### config.mk
export PLATFORM = sky130hd
export DESIGN_NAME = imu_raise_gesture_detector
export DESIGN_NICKNAME = d
export VERILOG_FILES = /design/src/hw/rtl/igd_pkg.sv /design/src/hw/rtl/igd_cordic.sv /design/src/hw/rtl/igd_ctrl.sv /design/src/hw/rtl/igd_datapath.sv /design/src/hw/rtl/imu_raise_gesture_detector.sv
export SDC_FILE = /design/constraint.sdc
export NUM_CORES = 2
export LEC_CHECK = 0
export ABC_CLOCK_PERIOD_IN_PS = 33400
export BUFFER_PORTS_ARGS = -buffer_cell sky130_fd_sc_hd__buf_2
export CORE_UTILIZATION = 51
export CTS_CLUSTER_DIAMETER = 30
export DETAILED_ROUTE_END_ITERATION = 7
export GPL_ROUTABILITY_DRIVEN = 0
export PLACE_DENSITY = 0.68
export SLEW_MARGIN = 40
export SYNTH_ARGS = -nofsm -noshare
export SYNTH_HDL_FRONTEND = slang
export SYNTH_SLANG_ARGS = --single-unit
### constraint.sdc
create_clock -name clk -period 33.4 [get_ports clk]
set_input_delay 10.02 -clock clk [delete_from_list [all_inputs] [get_ports clk]]
set_output_delay 10.02 -clock clk [all_outputs]
set_load 0.005 [all_outputs]
### src/hw/rtl/igd_pkg.sv
// ----------------------------------------------------------------------------
// igd_pkg
// Shared constants, types and tables for the wrist-raise gesture detector.
// ----------------------------------------------------------------------------
package igd_pkg;

	// Ring of recent samples and the averaging window.
	localparam int HIST_DEPTH = 16;
	localparam int PTR_W      = $clog2(HIST_DEPTH);
	localparam int FILL_W     = $clog2(HIST_DEPTH + 1);
	localparam int WIN_LEN    = 8;
	localparam int WIN_LOG    = $clog2(WIN_LEN);
	localparam int CNT_W      = $clog2(WIN_LEN + 1);
	localparam int OLD_BACK   = (HIST_DEPTH - (WIN_LEN % HIST_DEPTH)) % HIST_DEPTH;

	// Datapath widths.
	localparam int SAMP_W = 16;
	localparam int SUM_W  = SAMP_W + WIN_LOG + 1;
	localparam int DIFF_W = SAMP_W + 1;
	localparam int SQ_W   = 2 * DIFF_W + WIN_LOG + 2;
	localparam int VAR_W  = 31;
	localparam int CFG_W  = 31;
	localparam int IDX_W  = 3;
	localparam int ROLL_W = 9;

	// Angle arithmetic in degrees with 16 fraction bits.
	localparam int XY_W       = 34;
	localparam int ANG_W      = 27;
	localparam int PRESCALE   = 14;
	localparam int FRAC_BITS  = 16;
	localparam int CORDIC_N   = 16;
	localparam int STEP_W     = $clog2(CORDIC_N);
	localparam logic signed [ANG_W-1:0] HALF_TURN = ANG_W'(180 * 65536);
	localparam logic signed [ANG_W-1:0] FULL_TURN = ANG_W'(360 * 65536);
	localparam logic [ANG_W-1:0] ROUND_HALF = ANG_W'(32768);
	localparam logic [VAR_W-1:0] VAR_MAX = VAR_W'(1073741824);

	localparam int IN_W  = 48;
	localparam int OUT_W = 224;

	// Configuration register indexes.
	typedef enum logic [IDX_W-1:0] {
		REG_X_TILT   = 3'd0,
		REG_Y_ORIENT = 3'd1,
		REG_Y_UNSTAB = 3'd2,
		REG_VAR_LIM  = 3'd3,
		REG_ROLL_LIM = 3'd4
	} reg_idx_t;

	// Reason codes.
	localparam logic [2:0] RSN_WARMUP   = 3'd0;
	localparam logic [2:0] RSN_X_TILT   = 3'd1;
	localparam logic [2:0] RSN_UNSTABLE = 3'd2;
	localparam logic [2:0] RSN_Y_ORIENT = 3'd3;
	localparam logic [2:0] RSN_ROLL     = 3'd4;
	localparam logic [2:0] RSN_DETECT   = 3'd5;

	typedef enum logic [2:0] {
		ST_IDLE,
		ST_CHECK,
		ST_SUM_NEW,
		ST_SQ_NEW,
		ST_SUM_OLD,
		ST_COR_NEW,
		ST_COR_OLD,
		ST_NORM
	} state_t;

	// Commands from the controller to the datapath.
	typedef struct packed {
		logic             accept;
		logic             rd_en;
		logic [PTR_W-1:0] rd_off;
		logic             sum_clr;
		logic             sum_en;
		logic             sq_clr;
		logic             sq_en;
		logic             latch_new;
		logic             cor_start;
		logic             cor_old;
		logic             keep_ang;
		logic             load_diff;
		logic             norm_step;
		logic             load_out;
	} cmd_t;

	// Status from the datapath to the controller.
	typedef struct packed {
		logic full;
		logic cor_done;
		logic in_range;
	} sts_t;

	// Arctangent of 2^-i in degrees, 16 fraction bits.
	function automatic logic signed [ANG_W-1:0] atan_lut(input logic [STEP_W-1:0] i);
		logic signed [ANG_W-1:0] r;
		case (i)
			4'd0:    r = 27'sd2949120;
			4'd1:    r = 27'sd1740967;
			4'd2:    r = 27'sd919879;
			4'd3:    r = 27'sd466945;
			4'd4:    r = 27'sd234379;
			4'd5:    r = 27'sd117304;
			4'd6:    r = 27'sd58666;
			4'd7:    r = 27'sd29335;
			4'd8:    r = 27'sd14668;
			4'd9:    r = 27'sd7334;
			4'd10:   r = 27'sd3667;
			4'd11:   r = 27'sd1833;
			4'd12:   r = 27'sd917;
			4'd13:   r = 27'sd458;
			4'd14:   r = 27'sd229;
			default: r = 27'sd115;
		endcase
		return r;
	endfunction

endpackage

### src/hw/rtl/igd_cordic.sv
// ----------------------------------------------------------------------------
// igd_cordic
// Iterative vectoring CORDIC: atan2(num, den) in degrees, one step a cycle.
// ----------------------------------------------------------------------------
module igd_cordic (
	input  logic                                  clk,
	input  logic                                  arst_n,
	input  logic                                  start,
	input  logic signed [igd_pkg::SAMP_W-1:0]     num,
	input  logic signed [igd_pkg::SAMP_W-1:0]     den,
	output logic                                  done,
	output logic signed [igd_pkg::ANG_W-1:0]      angle
);

	logic                                busy_q;
	logic                                done_q;
	logic                                zero_q;
	logic [igd_pkg::STEP_W-1:0]          step_q;
	logic signed [igd_pkg::XY_W-1:0]     x_q;
	logic signed [igd_pkg::XY_W-1:0]     y_q;
	logic signed [igd_pkg::ANG_W-1:0]    ang_q;
	logic signed [igd_pkg::XY_W-1:0]     x_init;
	logic signed [igd_pkg::XY_W-1:0]     y_init;
	logic signed [igd_pkg::XY_W-1:0]     xs;
	logic signed [igd_pkg::XY_W-1:0]     ys;
	logic                                last_step;

	// Operands scaled up so the shifts keep precision.
	assign x_init    = igd_pkg::XY_W'(den) <<< igd_pkg::PRESCALE;
	assign y_init    = igd_pkg::XY_W'(num) <<< igd_pkg::PRESCALE;
	assign xs        = x_q >>> step_q;
	assign ys        = y_q >>> step_q;
	assign last_step = (step_q == igd_pkg::STEP_W'(igd_pkg::CORDIC_N - 1));

	// Control: busy flag, step count and a one-cycle done pulse.
	always_ff @(posedge clk or negedge arst_n) begin
		if (!arst_n) begin
			busy_q <= 1'b0;
			done_q <= 1'b0;
			step_q <= '0;
		end else begin
			done_q <= busy_q && !start && last_step;
			if (start) begin
				busy_q <= 1'b1;
				step_q <= '0;
			end else if (busy_q) begin
				step_q <= step_q + 1'b1;
				if (last_step) begin
					busy_q <= 1'b0;
				end
			end
		end
	end

	// Rotation step; a negative x operand is folded into the right half plane.
	always_ff @(posedge clk) begin
		if (start) begin
			zero_q <= (num == '0) && (den == '0);
			if (den < 0) begin
				x_q   <= -x_init;
				y_q   <= -y_init;
				ang_q <= (num >= 0) ? igd_pkg::HALF_TURN : -igd_pkg::HALF_TURN;
			end else begin
				x_q   <= x_init;
				y_q   <= y_init;
				ang_q <= '0;
			end
		end else if (busy_q) begin
			if (y_q > 0) begin
				x_q   <= x_q + ys;
				y_q   <= y_q - xs;
				ang_q <= ang_q + igd_pkg::atan_lut(step_q);
			end else begin
				x_q   <= x_q - ys;
				y_q   <= y_q + xs;
				ang_q <= ang_q - igd_pkg::atan_lut(step_q);
			end
		end
	end

	assign done  = done_q;
	assign angle = zero_q ? '0 : ang_q;

endmodule

### src/hw/rtl/igd_ctrl.sv
// ----------------------------------------------------------------------------
// igd_ctrl
// Sequencer: walks the windows, runs the angle unit and hands off the result.
// ----------------------------------------------------------------------------
module igd_ctrl (
	input  logic           clk,
	input  logic           arst_n,
	input  logic           s_tvalid,
	output logic           s_tready,
	output logic           m_tvalid,
	input  logic           m_tready,
	input  igd_pkg::sts_t  sts,
	output igd_pkg::cmd_t  cmd
);

	igd_pkg::state_t             state_q, state_d;
	logic [igd_pkg::CNT_W-1:0]   cnt_q, cnt_d;
	logic                        out_valid_q;
	logic                        walk_last;

	assign walk_last = (cnt_q == igd_pkg::CNT_W'(igd_pkg::WIN_LEN));

	// State, walk counter and result-valid registers.
	always_ff @(posedge clk or negedge arst_n) begin
		if (!arst_n) begin
			state_q     <= igd_pkg::ST_IDLE;
			cnt_q       <= '0;
			out_valid_q <= 1'b0;
		end else begin
			state_q <= state_d;
			cnt_q   <= cnt_d;
			if (cmd.load_out) begin
				out_valid_q <= 1'b1;
			end else if (m_tready) begin
				out_valid_q <= 1'b0;
			end
		end
	end

	// Next state and commands.
	always_comb begin
		state_d = state_q;
		cnt_d   = '0;
		cmd     = '0;
		unique case (state_q)
			igd_pkg::ST_IDLE: begin
				if (s_tvalid) begin
					cmd.accept = 1'b1;
					state_d    = igd_pkg::ST_CHECK;
				end
			end
			igd_pkg::ST_CHECK: begin
				// Warmup items go straight to the output register.
				if (!sts.full) begin
					if (!out_valid_q || m_tready) begin
						cmd.load_out = 1'b1;
						state_d      = igd_pkg::ST_IDLE;
					end
				end else begin
					state_d = igd_pkg::ST_SUM_NEW;
				end
			end
			igd_pkg::ST_SUM_NEW, igd_pkg::ST_SQ_NEW, igd_pkg::ST_SUM_OLD: begin
				// One read a cycle; data is accumulated in the cycle after its read.
				cmd.rd_en  = !walk_last;
				cmd.rd_off = (state_q == igd_pkg::ST_SUM_OLD)
					? igd_pkg::PTR_W'(igd_pkg::OLD_BACK + cnt_q)
					: igd_pkg::PTR_W'(cnt_q);
				if (state_q == igd_pkg::ST_SQ_NEW) begin
					cmd.sq_clr = (cnt_q == '0);
					cmd.sq_en  = (cnt_q != '0);
				end else begin
					cmd.sum_clr = (cnt_q == '0);
					cmd.sum_en  = (cnt_q != '0);
				end
				if (walk_last) begin
					unique case (state_q)
						igd_pkg::ST_SUM_NEW: state_d = igd_pkg::ST_SQ_NEW;
						igd_pkg::ST_SQ_NEW: begin
							cmd.latch_new = 1'b1;
							state_d       = igd_pkg::ST_SUM_OLD;
						end
						default: state_d = igd_pkg::ST_COR_NEW;
					endcase
				end else begin
					cnt_d = cnt_q + 1'b1;
				end
			end
			igd_pkg::ST_COR_NEW: begin
				cmd.cor_start = (cnt_q == '0);
				cnt_d         = igd_pkg::CNT_W'(1);
				if (sts.cor_done) begin
					cmd.keep_ang = 1'b1;
					cnt_d        = '0;
					state_d      = igd_pkg::ST_COR_OLD;
				end
			end
			igd_pkg::ST_COR_OLD: begin
				cmd.cor_old   = 1'b1;
				cmd.cor_start = (cnt_q == '0);
				cnt_d         = igd_pkg::CNT_W'(1);
				if (sts.cor_done) begin
					cmd.load_diff = 1'b1;
					cnt_d         = '0;
					state_d       = igd_pkg::ST_NORM;
				end
			end
			igd_pkg::ST_NORM: begin
				// Bring the angle change into half a turn, then hand off.
				if (!sts.in_range) begin
					cmd.norm_step = 1'b1;
				end else if (!out_valid_q || m_tready) begin
					cmd.load_out = 1'b1;
					state_d      = igd_pkg::ST_IDLE;
				end
			end
			default: state_d = igd_pkg::ST_IDLE;
		endcase
	end

	assign s_tready = (state_q == igd_pkg::ST_IDLE);
	assign m_tvalid = out_valid_q;

endmodule

### src/hw/rtl/igd_datapath.sv
// ----------------------------------------------------------------------------
// igd_datapath
// Sample ring, window accumulators, angle unit, checks and output register.
// ----------------------------------------------------------------------------
module igd_datapath (
	input  logic                          clk,
	input  logic                          arst_n,
	input  logic [igd_pkg::IN_W-1:0]      s_tdata,
	input  logic                          cfg_we,
	input  logic [igd_pkg::IDX_W-1:0]     cfg_index,
	input  logic [igd_pkg::CFG_W-1:0]     cfg_data,
	input  igd_pkg::cmd_t                 cmd,
	output igd_pkg::sts_t                 sts,
	output logic [igd_pkg::OUT_W-1:0]     m_tdata
);

	localparam int SW = igd_pkg::SAMP_W;

	// Configuration registers.
	logic [14:0]                     x_tilt_q;
	logic signed [SW-1:0]            y_orient_q;
	logic signed [SW-1:0]            y_unstab_q;
	logic [igd_pkg::VAR_W-1:0]       var_lim_q;
	logic signed [igd_pkg::ROLL_W-1:0] roll_lim_q;

	// Ring and counters.
	logic [igd_pkg::IN_W-1:0]        ring_mem [igd_pkg::HIST_DEPTH];
	logic [igd_pkg::IN_W-1:0]        rd_data_q;
	logic [igd_pkg::PTR_W-1:0]       head_q;
	logic [igd_pkg::FILL_W-1:0]      fill_q;
	logic [31:0]                     seen_q;

	// Accumulators and latched results.
	logic signed [igd_pkg::SUM_W-1:0] sum_x_q, sum_y_q, sum_z_q;
	logic [igd_pkg::SQ_W-1:0]         sq_x_q, sq_y_q, sq_z_q;
	logic signed [SW-1:0]             mean_x, mean_y, mean_z;
	logic signed [SW-1:0]             mn_x_q, mn_y_q, mn_z_q;
	logic signed [igd_pkg::DIFF_W-1:0] d_x, d_y, d_z;
	logic signed [2*igd_pkg::DIFF_W-1:0] p_x, p_y, p_z;
	logic signed [igd_pkg::ANG_W-1:0] ang_n_q;
	logic signed [igd_pkg::ANG_W-1:0] diff_q;
	logic signed [igd_pkg::ANG_W-1:0] cor_angle;
	logic                             cor_done;
	logic signed [SW-1:0]             cor_num, cor_den;

	// Result side.
	logic [igd_pkg::VAR_W-1:0]        var_x, var_y, var_z;
	logic [igd_pkg::ANG_W-1:0]        mag, mag_rnd;
	logic signed [igd_pkg::ROLL_W-1:0] roll;
	logic [SW:0]                      abs_mx;
	logic [2:0]                       reason;
	logic [igd_pkg::OUT_W-1:0]        out_d;
	logic [igd_pkg::OUT_W-1:0]        out_q;

	// Truncating-toward-zero mean of a window sum.
	function automatic logic signed [SW-1:0] win_mean(input logic signed [igd_pkg::SUM_W-1:0] s);
		logic signed [igd_pkg::SUM_W-1:0] b;
		b = (s < 0) ? s + igd_pkg::SUM_W'(igd_pkg::WIN_LEN - 1) : s;
		return SW'(b >>> igd_pkg::WIN_LOG);
	endfunction

	// Population variance with saturation.
	function automatic logic [igd_pkg::VAR_W-1:0] win_var(input logic [igd_pkg::SQ_W-1:0] q);
		logic [igd_pkg::SQ_W-1:0] v;
		v = q >> igd_pkg::WIN_LOG;
		return (v > igd_pkg::SQ_W'(igd_pkg::VAR_MAX)) ? igd_pkg::VAR_MAX
			: igd_pkg::VAR_W'(v);
	endfunction

	// Configuration writes; indexes beyond the list are ignored.
	always_ff @(posedge clk or negedge arst_n) begin
		if (!arst_n) begin
			x_tilt_q   <= 15'd384;
			y_orient_q <= -16'sd64;
			y_unstab_q <= -16'sd724;
			var_lim_q  <= 31'd3136;
			roll_lim_q <= -9'sd45;
		end else if (cfg_we) begin
			unique case (cfg_index)
				igd_pkg::REG_X_TILT:   x_tilt_q   <= cfg_data[14:0];
				igd_pkg::REG_Y_ORIENT: y_orient_q <= cfg_data[SW-1:0];
				igd_pkg::REG_Y_UNSTAB: y_unstab_q <= cfg_data[SW-1:0];
				igd_pkg::REG_VAR_LIM:  var_lim_q  <= cfg_data;
				igd_pkg::REG_ROLL_LIM: roll_lim_q <= cfg_data[igd_pkg::ROLL_W-1:0];
				default: ;
			endcase
		end
	end

	// Head pointer, fill level and item count.
	always_ff @(posedge clk or negedge arst_n) begin
		if (!arst_n) begin
			head_q <= '0;
			fill_q <= '0;
			seen_q <= '0;
		end else if (cmd.accept) begin
			head_q <= head_q + 1'b1;
			seen_q <= seen_q + 32'd1;
			if (fill_q != igd_pkg::FILL_W'(igd_pkg::HIST_DEPTH)) begin
				fill_q <= fill_q + 1'b1;
			end
		end
	end

	// Ring memory: one write port, one registered read port.
	always_ff @(posedge clk) begin
		if (cmd.accept) begin
			ring_mem[head_q + 1'b1] <= s_tdata;
		end
		if (cmd.rd_en) begin
			rd_data_q <= ring_mem[head_q - cmd.rd_off];
		end
	end

	// Window sums.
	always_ff @(posedge clk) begin
		if (cmd.sum_clr) begin
			sum_x_q <= '0;
			sum_y_q <= '0;
			sum_z_q <= '0;
		end else if (cmd.sum_en) begin
			sum_x_q <= sum_x_q + igd_pkg::SUM_W'($signed(rd_data_q[SW-1:0]));
			sum_y_q <= sum_y_q + igd_pkg::SUM_W'($signed(rd_data_q[2*SW-1:SW]));
			sum_z_q <= sum_z_q + igd_pkg::SUM_W'($signed(rd_data_q[3*SW-1:2*SW]));
		end
	end

	assign mean_x = win_mean(sum_x_q);
	assign mean_y = win_mean(sum_y_q);
	assign mean_z = win_mean(sum_z_q);

	// Squared deviations from the mean, one multiplier per axis.
	assign d_x = igd_pkg::DIFF_W'($signed(rd_data_q[SW-1:0])) - igd_pkg::DIFF_W'(mean_x);
	assign d_y = igd_pkg::DIFF_W'($signed(rd_data_q[2*SW-1:SW])) - igd_pkg::DIFF_W'(mean_y);
	assign d_z = igd_pkg::DIFF_W'($signed(rd_data_q[3*SW-1:2*SW])) - igd_pkg::DIFF_W'(mean_z);

	// Full-width products so no square is cut short.
	assign p_x = d_x * d_x;
	assign p_y = d_y * d_y;
	assign p_z = d_z * d_z;

	always_ff @(posedge clk) begin
		if (cmd.sq_clr) begin
			sq_x_q <= '0;
			sq_y_q <= '0;
			sq_z_q <= '0;
		end else if (cmd.sq_en) begin
			sq_x_q <= sq_x_q + igd_pkg::SQ_W'($unsigned(p_x));
			sq_y_q <= sq_y_q + igd_pkg::SQ_W'($unsigned(p_y));
			sq_z_q <= sq_z_q + igd_pkg::SQ_W'($unsigned(p_z));
		end
	end

	// Newest-window means are held while the oldest window is summed.
	always_ff @(posedge clk) begin
		if (cmd.latch_new) begin
			mn_x_q <= mean_x;
			mn_y_q <= mean_y;
			mn_z_q <= mean_z;
		end
	end

	assign cor_num = cmd.cor_old ? mean_y : mn_y_q;
	assign cor_den = cmd.cor_old ? mean_z : mn_z_q;

	igd_cordic u_cordic (
		.clk    (clk),
		.arst_n (arst_n),
		.start  (cmd.cor_start),
		.num    (cor_num),
		.den    (cor_den),
		.done   (cor_done),
		.angle  (cor_angle)
	);

	// Angle of the newest window, then the change and its wrap into half a turn.
	always_ff @(posedge clk) begin
		if (cmd.keep_ang) begin
			ang_n_q <= cor_angle;
		end
		if (cmd.load_diff) begin
			diff_q <= ang_n_q - cor_angle;
		end else if (cmd.norm_step) begin
			diff_q <= (diff_q > igd_pkg::HALF_TURN) ? diff_q - igd_pkg::FULL_TURN
				: diff_q + igd_pkg::FULL_TURN;
		end
	end

	assign sts = '{
		full:     (fill_q == igd_pkg::FILL_W'(igd_pkg::HIST_DEPTH)),
		cor_done: cor_done,
		in_range: (diff_q <= igd_pkg::HALF_TURN) && (diff_q >= -igd_pkg::HALF_TURN)
	};

	// Round to whole degrees, half away from zero.
	assign mag     = (diff_q < 0) ? $unsigned(-diff_q) : $unsigned(diff_q);
	assign mag_rnd = (mag + igd_pkg::ROUND_HALF) >> igd_pkg::FRAC_BITS;
	assign roll    = (diff_q < 0) ? -igd_pkg::ROLL_W'($signed(mag_rnd))
		: igd_pkg::ROLL_W'($signed(mag_rnd));

	assign var_x  = win_var(sq_x_q);
	assign var_y  = win_var(sq_y_q);
	assign var_z  = win_var(sq_z_q);
	assign abs_mx = (mn_x_q < 0) ? $unsigned(-(SW+1)'(mn_x_q)) : $unsigned((SW+1)'(mn_x_q));

	// Ordered threshold checks.
	always_comb begin
		if (abs_mx > (SW+1)'(x_tilt_q)) begin
			reason = igd_pkg::RSN_X_TILT;
		end else if ((var_y > var_lim_q) || ((mn_y_q < y_unstab_q) && (var_z > var_lim_q))) begin
			reason = igd_pkg::RSN_UNSTABLE;
		end else if (mn_y_q > y_orient_q) begin
			reason = igd_pkg::RSN_Y_ORIENT;
		end else if (roll >= roll_lim_q) begin
			reason = igd_pkg::RSN_ROLL;
		end else begin
			reason = igd_pkg::RSN_DETECT;
		end
	end

	// Result word; warmup items carry only the count and the warmup reason code.
	always_comb begin
		out_d       = '0;
		out_d[35:4] = seen_q;
		out_d[3:1]  = igd_pkg::RSN_WARMUP;
		if (sts.full) begin
			out_d[0]       = (reason == igd_pkg::RSN_DETECT);
			out_d[3:1]     = reason;
			out_d[51:36]   = mn_x_q;
			out_d[67:52]   = mn_y_q;
			out_d[83:68]   = mn_z_q;
			out_d[99:84]   = mean_y;
			out_d[115:100] = mean_z;
			out_d[146:116] = var_x;
			out_d[177:147] = var_y;
			out_d[208:178] = var_z;
			out_d[217:209] = roll;
		end
	end

	// Output register.
	always_ff @(posedge clk) begin
		if (cmd.load_out) begin
			out_q <= out_d;
		end
	end

	assign m_tdata = out_q;

endmodule

### src/hw/rtl/imu_raise_gesture_detector.sv
// ----------------------------------------------------------------------------
// imu_raise_gesture_detector
// Wrist-raise detector over a ring of recent 3-axis accelerometer samples.
// ----------------------------------------------------------------------------
// Channel | Direction | Contents (lowest bit first)
// s_*     | in        | sample_x, sample_y, sample_z
// m_*     | out       | raise_flag, reason_code, sample_total, five means,
//         |           | three variances, roll_change_deg
// cfg_*   | in        | register writes, index 0..4
//
// A warmup item is loaded into the output register from the check state that
// follows its accept, once that register is free. A full item passes the check
// state, three window walks over the single ring read port, two runs of the
// iterative angle unit, at most one angle wrap step and a load into the output
// register; the next item can be accepted in the cycle after that load.
// One item is in work at a time; s_tready is high only while idle.
// A finished result waits in the output register; a stalled m_tready holds
// the next result until the register frees. Reset is asynchronous.
module imu_raise_gesture_detector (
	input  logic                          clk,
	input  logic                          arst_n,
	input  logic                          s_tvalid,
	output logic                          s_tready,
	// sample_x, sample_y, sample_z
	input  logic [igd_pkg::IN_W-1:0]      s_tdata,
	output logic                          m_tvalid,
	input  logic                          m_tready,
	// raise_flag, reason_code, sample_total, mean_x_now, mean_y_now,
	// mean_z_now, mean_y_old, mean_z_old, var_x_now, var_y_now, var_z_now,
	// roll_change_deg, zero fill
	output logic [igd_pkg::OUT_W-1:0]     m_tdata,
	input  logic                          cfg_we,
	input  logic [igd_pkg::IDX_W-1:0]     cfg_index,
	input  logic [igd_pkg::CFG_W-1:0]     cfg_data
);

	igd_pkg::cmd_t cmd;
	igd_pkg::sts_t sts;

	igd_ctrl u_ctrl (
		.clk      (clk),
		.arst_n   (arst_n),
		.s_tvalid (s_tvalid),
		.s_tready (s_tready),
		.m_tvalid (m_tvalid),
		.m_tready (m_tready),
		.sts      (sts),
		.cmd      (cmd)
	);

	igd_datapath u_datapath (
		.clk       (clk),
		.arst_n    (arst_n),
		.s_tdata   (s_tdata),
		.cfg_we    (cfg_we),
		.cfg_index (cfg_index),
		.cfg_data  (cfg_data),
		.cmd       (cmd),
		.sts       (sts),
		.m_tdata   (m_tdata)
	);

endmodule

==> impl_metrics.ini <==
[sta]
timing.fmax_mhz = 77.4
totalNegativeSetupSlack_ns = 0
finClkSkew_ns = 0.106
finalHoldViolations = 0
rsz_0062_raised_after_global_routing = no
worst_pin_slew_ns = 0.941
time_the_final_worst_path_needs_with_i_o_delays_and_setup_ns = 12.92
final_max_slew_viol_count = 0
min_period_over_period_pct = 38.7
setup_violations = 0
relSlewSlack_pct = 37.0

[worst_setup_path]
setup.worst_path.end_class = flip-flop
cpMostUsedCell = fa_1
crit_path_end = u_datapath.sq_y_q[37]
worst-endpoint-required_ns = 34.20
reg2reg_slack_ns = 20.48
cp_startpoint = u_datapath.sum_y_q[1]
worstSetupPathDepth = 44
cp_data_arrival_time_ns = 13.72
critical_path.max_stage_delay_ns = 0.54
r2r_cells = 44
critical_path_peak_fanout = 13
crit_family = compound AO/OA/AOI/OAI gates
worst_r2r_endpoint = u_datapath.sq_y_q[37]
path_buf_inv = 5
rr_startpoint = u_datapath.sum_y_q[1]
timing.setup.critical_path_class = reg2reg
critical_path.slowest_cell = fa_1
crit_path_start_kind = flip-flop

[synthesis]
synth-adder-area-share_pct = 22.6
synth-xor-area-share_pct = 5.09
synth_simple_gate_area_share_pct = 11.1
synth.yosys.seq_area_share_pct = 39.0
ys_seq_elements = 1551
synth_top_family_by_area = adder cells
synth_compound_area_share_pct = 9.74
synth_top_area_cell = edfxtp_1
synthCells = 10194
synth-async-reset-ratio_pct = 9.16
netlist_area_before_placement_um2 = 113000
post-synth-top-area-fraction_pct = 32.7
synth_area_leaders = edfxtp_1 33%, fa_1 14%, ha_1 8.0%
ys_dominant_reg_cell = edfxtp_1
ys.warnings.count = 0
post_synth.cell_area_avg_um2 = 11.1
count_of_flip_flops_with_a_built_in_enable_after_synthesis = 1232
synth.mux.area_fraction_pct = 6.68
netlist-cell-type-count = 106

[global_route]
grt_remaining_overflow = 0
wire_length_of_the_first_global_routing_pass_mm = 489
track_usage_pct = 28.6
grt_start_max_net_pins = 85
via_count_of_the_first_global_routing_pass = 83746
number_of_antenna_violations_at_the_first_check_in_global_routing = 47

[detailed_routing]
route.detailed.drc = 1
drt_first_iter_violations = 7277
detail_route.first_pass.iterations = 8
route.detailed.wl_per_inst_um = 22.9
top_layer = met5
residual_antenna_violating_net_count_after_detailed_routing = 0
met2WireLength_mm = 150
detail_route.wirelength.met1_mm = 122
dr_wl_met3_mm = 24.2
vias = 81567
drt_wl_total_mm = 317
route.detailed.vias_per_inst = 5.90

[clocking]
root_buffer = clkbuf_16
worst_setup_hold_path_clk_slew_ns = 0.05
cts_post_setup_buffers_inserted = 0
number_of_buffers_inserted_during_clock_tree_synthesis = 334
cts.path.max_buffers = 4
clk-insertion-delay-late_ns = 0.96
hold_buffer_count_at_cts = 0
post_cts.resized_instances = 0
clock_sinks = 1551
clock_tree.htree_level_count = 5
cts_tree = done

[min_path]
hold_path_class = reg2reg
hold-path-cell-count = 0

[placement]
port_buffers = 306
placed_cells_incl_taps = 13219
place.detailed.hpwl_mm = 224

[floorplan]
die_width_um = 473
start_util_pct = 51.4
placementRows = 172
floorplan.die_area_um2 = 223000
io_pins = 313
dieHeight_um = 473
fp.coreArea_um2 = 220000

[outcome]
status = complete, but fails checks
violations_in_the_final_reports = design-rule violations

[run]
max_cap_viol_count = 0

[finish]
syn2layout_area_growth_pct = 14.9
drive_above_1_share_pct = 13.7
stdcell_count = 13836
nNetsFinal = 12231
mostFrequentLayoutCell = inv_1
final_cell_mix = 1330 x inv_1, 1232 x edfxtp_1, 897 x nand2_1, 812 x fa_1, 724 x ha_1
final_layout_fill_cell_count = 17550
-- flip-flops by register name, summed over array words and instances (netlist names), 31 cells and up --
register	count
u_datapath.var_lim_q	31
u_datapath.sq_z_q	39
u_datapath.u_cordic.x_q	34
u_datapath.m_tdata	218
u_datapath.ring_mem	768
u_datapath.u_cordic.y_q	34
u_datapath.sq_y_q	39
u_datapath.rd_data_q	48
u_datapath.seen_q	32
u_datapath.sq_x_q	39
-- through the flow --
step	hold slack [ns]	area, µm²	utilization, %	worst slack (ns)
6_report	0.443	130000	59.0	20.48
5_1_grt	0.469	130000	59.0	19.61
4_1_cts	0.445	130000	58.9	20.50
3_5_place_dp	0.431	118000	53.8	20.56
3_3_place_gp	0.440	118000	53.7	20.63
2_1_floorplan	0.425	113000	-	12.87
-- worst min-delay path by stage --
stage,startpoint,end,slack [ns]
5_1_grt,u_datapath.seen_q[26],u_datapath.m_tdata[30],0.47
2_1_floorplan,u_datapath.seen_q[26],u_datapath.m_tdata[30],0.42
3_3_place_gp,u_datapath.seen_q[26],u_datapath.m_tdata[30],0.44
4_1_cts,u_datapath.seen_q[26],u_datapath.m_tdata[30],0.45
6_report,u_datapath.seen_q[26],u_datapath.m_tdata[30],0.44
3_5_place_dp,u_datapath.seen_q[26],u_datapath.m_tdata[30],0.43
-- synth_stat cells, drive strengths merged, types with 70 or more instances --
master / instances
inv: 1340
edfxtp: 1232
nand2: 901
fa: 817
ha: 725
nor2: 580
o21ai: 462
xnor2: 407
a21oi: 406
mux4: 288
and2: 285
clkbuf: 278
xor2: 246
a21o: 214
dfxtp: 177
and3: 140
nand3: 131
nor3: 129
a31oi: 115
dfrtp: 111
nand2b: 101
a211oi: 87
buf: 76
nand4: 70
-- logic make-up after synthesis --
kind of cell / count (synthesis)
and+or+nand+nor: 2613
AOI/OAI and AO/OA: 1733
buffers and inverters: 1706
adders and majority gates: 1553
DFF: 1551
xor gates and xnor gates: 654
muxes: 383
other: 1
-- area by class of cell --
type / count / area, µm² / share of cell area, %
Inverter: 1352 / 5080 / 3.91
Sequential cell: 1551 / 44100 / 34.0
Clock buffer: 383 / 8830 / 6.80
Antenna cell: 20 / 50.0 / 0.0386
Clock inverter: 209 / 2500 / 1.93
Timing Repair Buffer: 421 / 2540 / 1.95
Multi-Input combinational cell: 6942 / 63000 / 48.5
Tap cell: 2958 / 3700 / 2.85
-- routing by layer --
layer,vias to the layer above,GRT usage (%)
met3,925,5.46
met1,40805,35.4
met4,28,17.6
met5,-,0
met2,3390,46.3
li1,36419,-
Power is not shown: default switching activity piles up to over one toggle a cycle in this logic, so the estimate is an artifact.
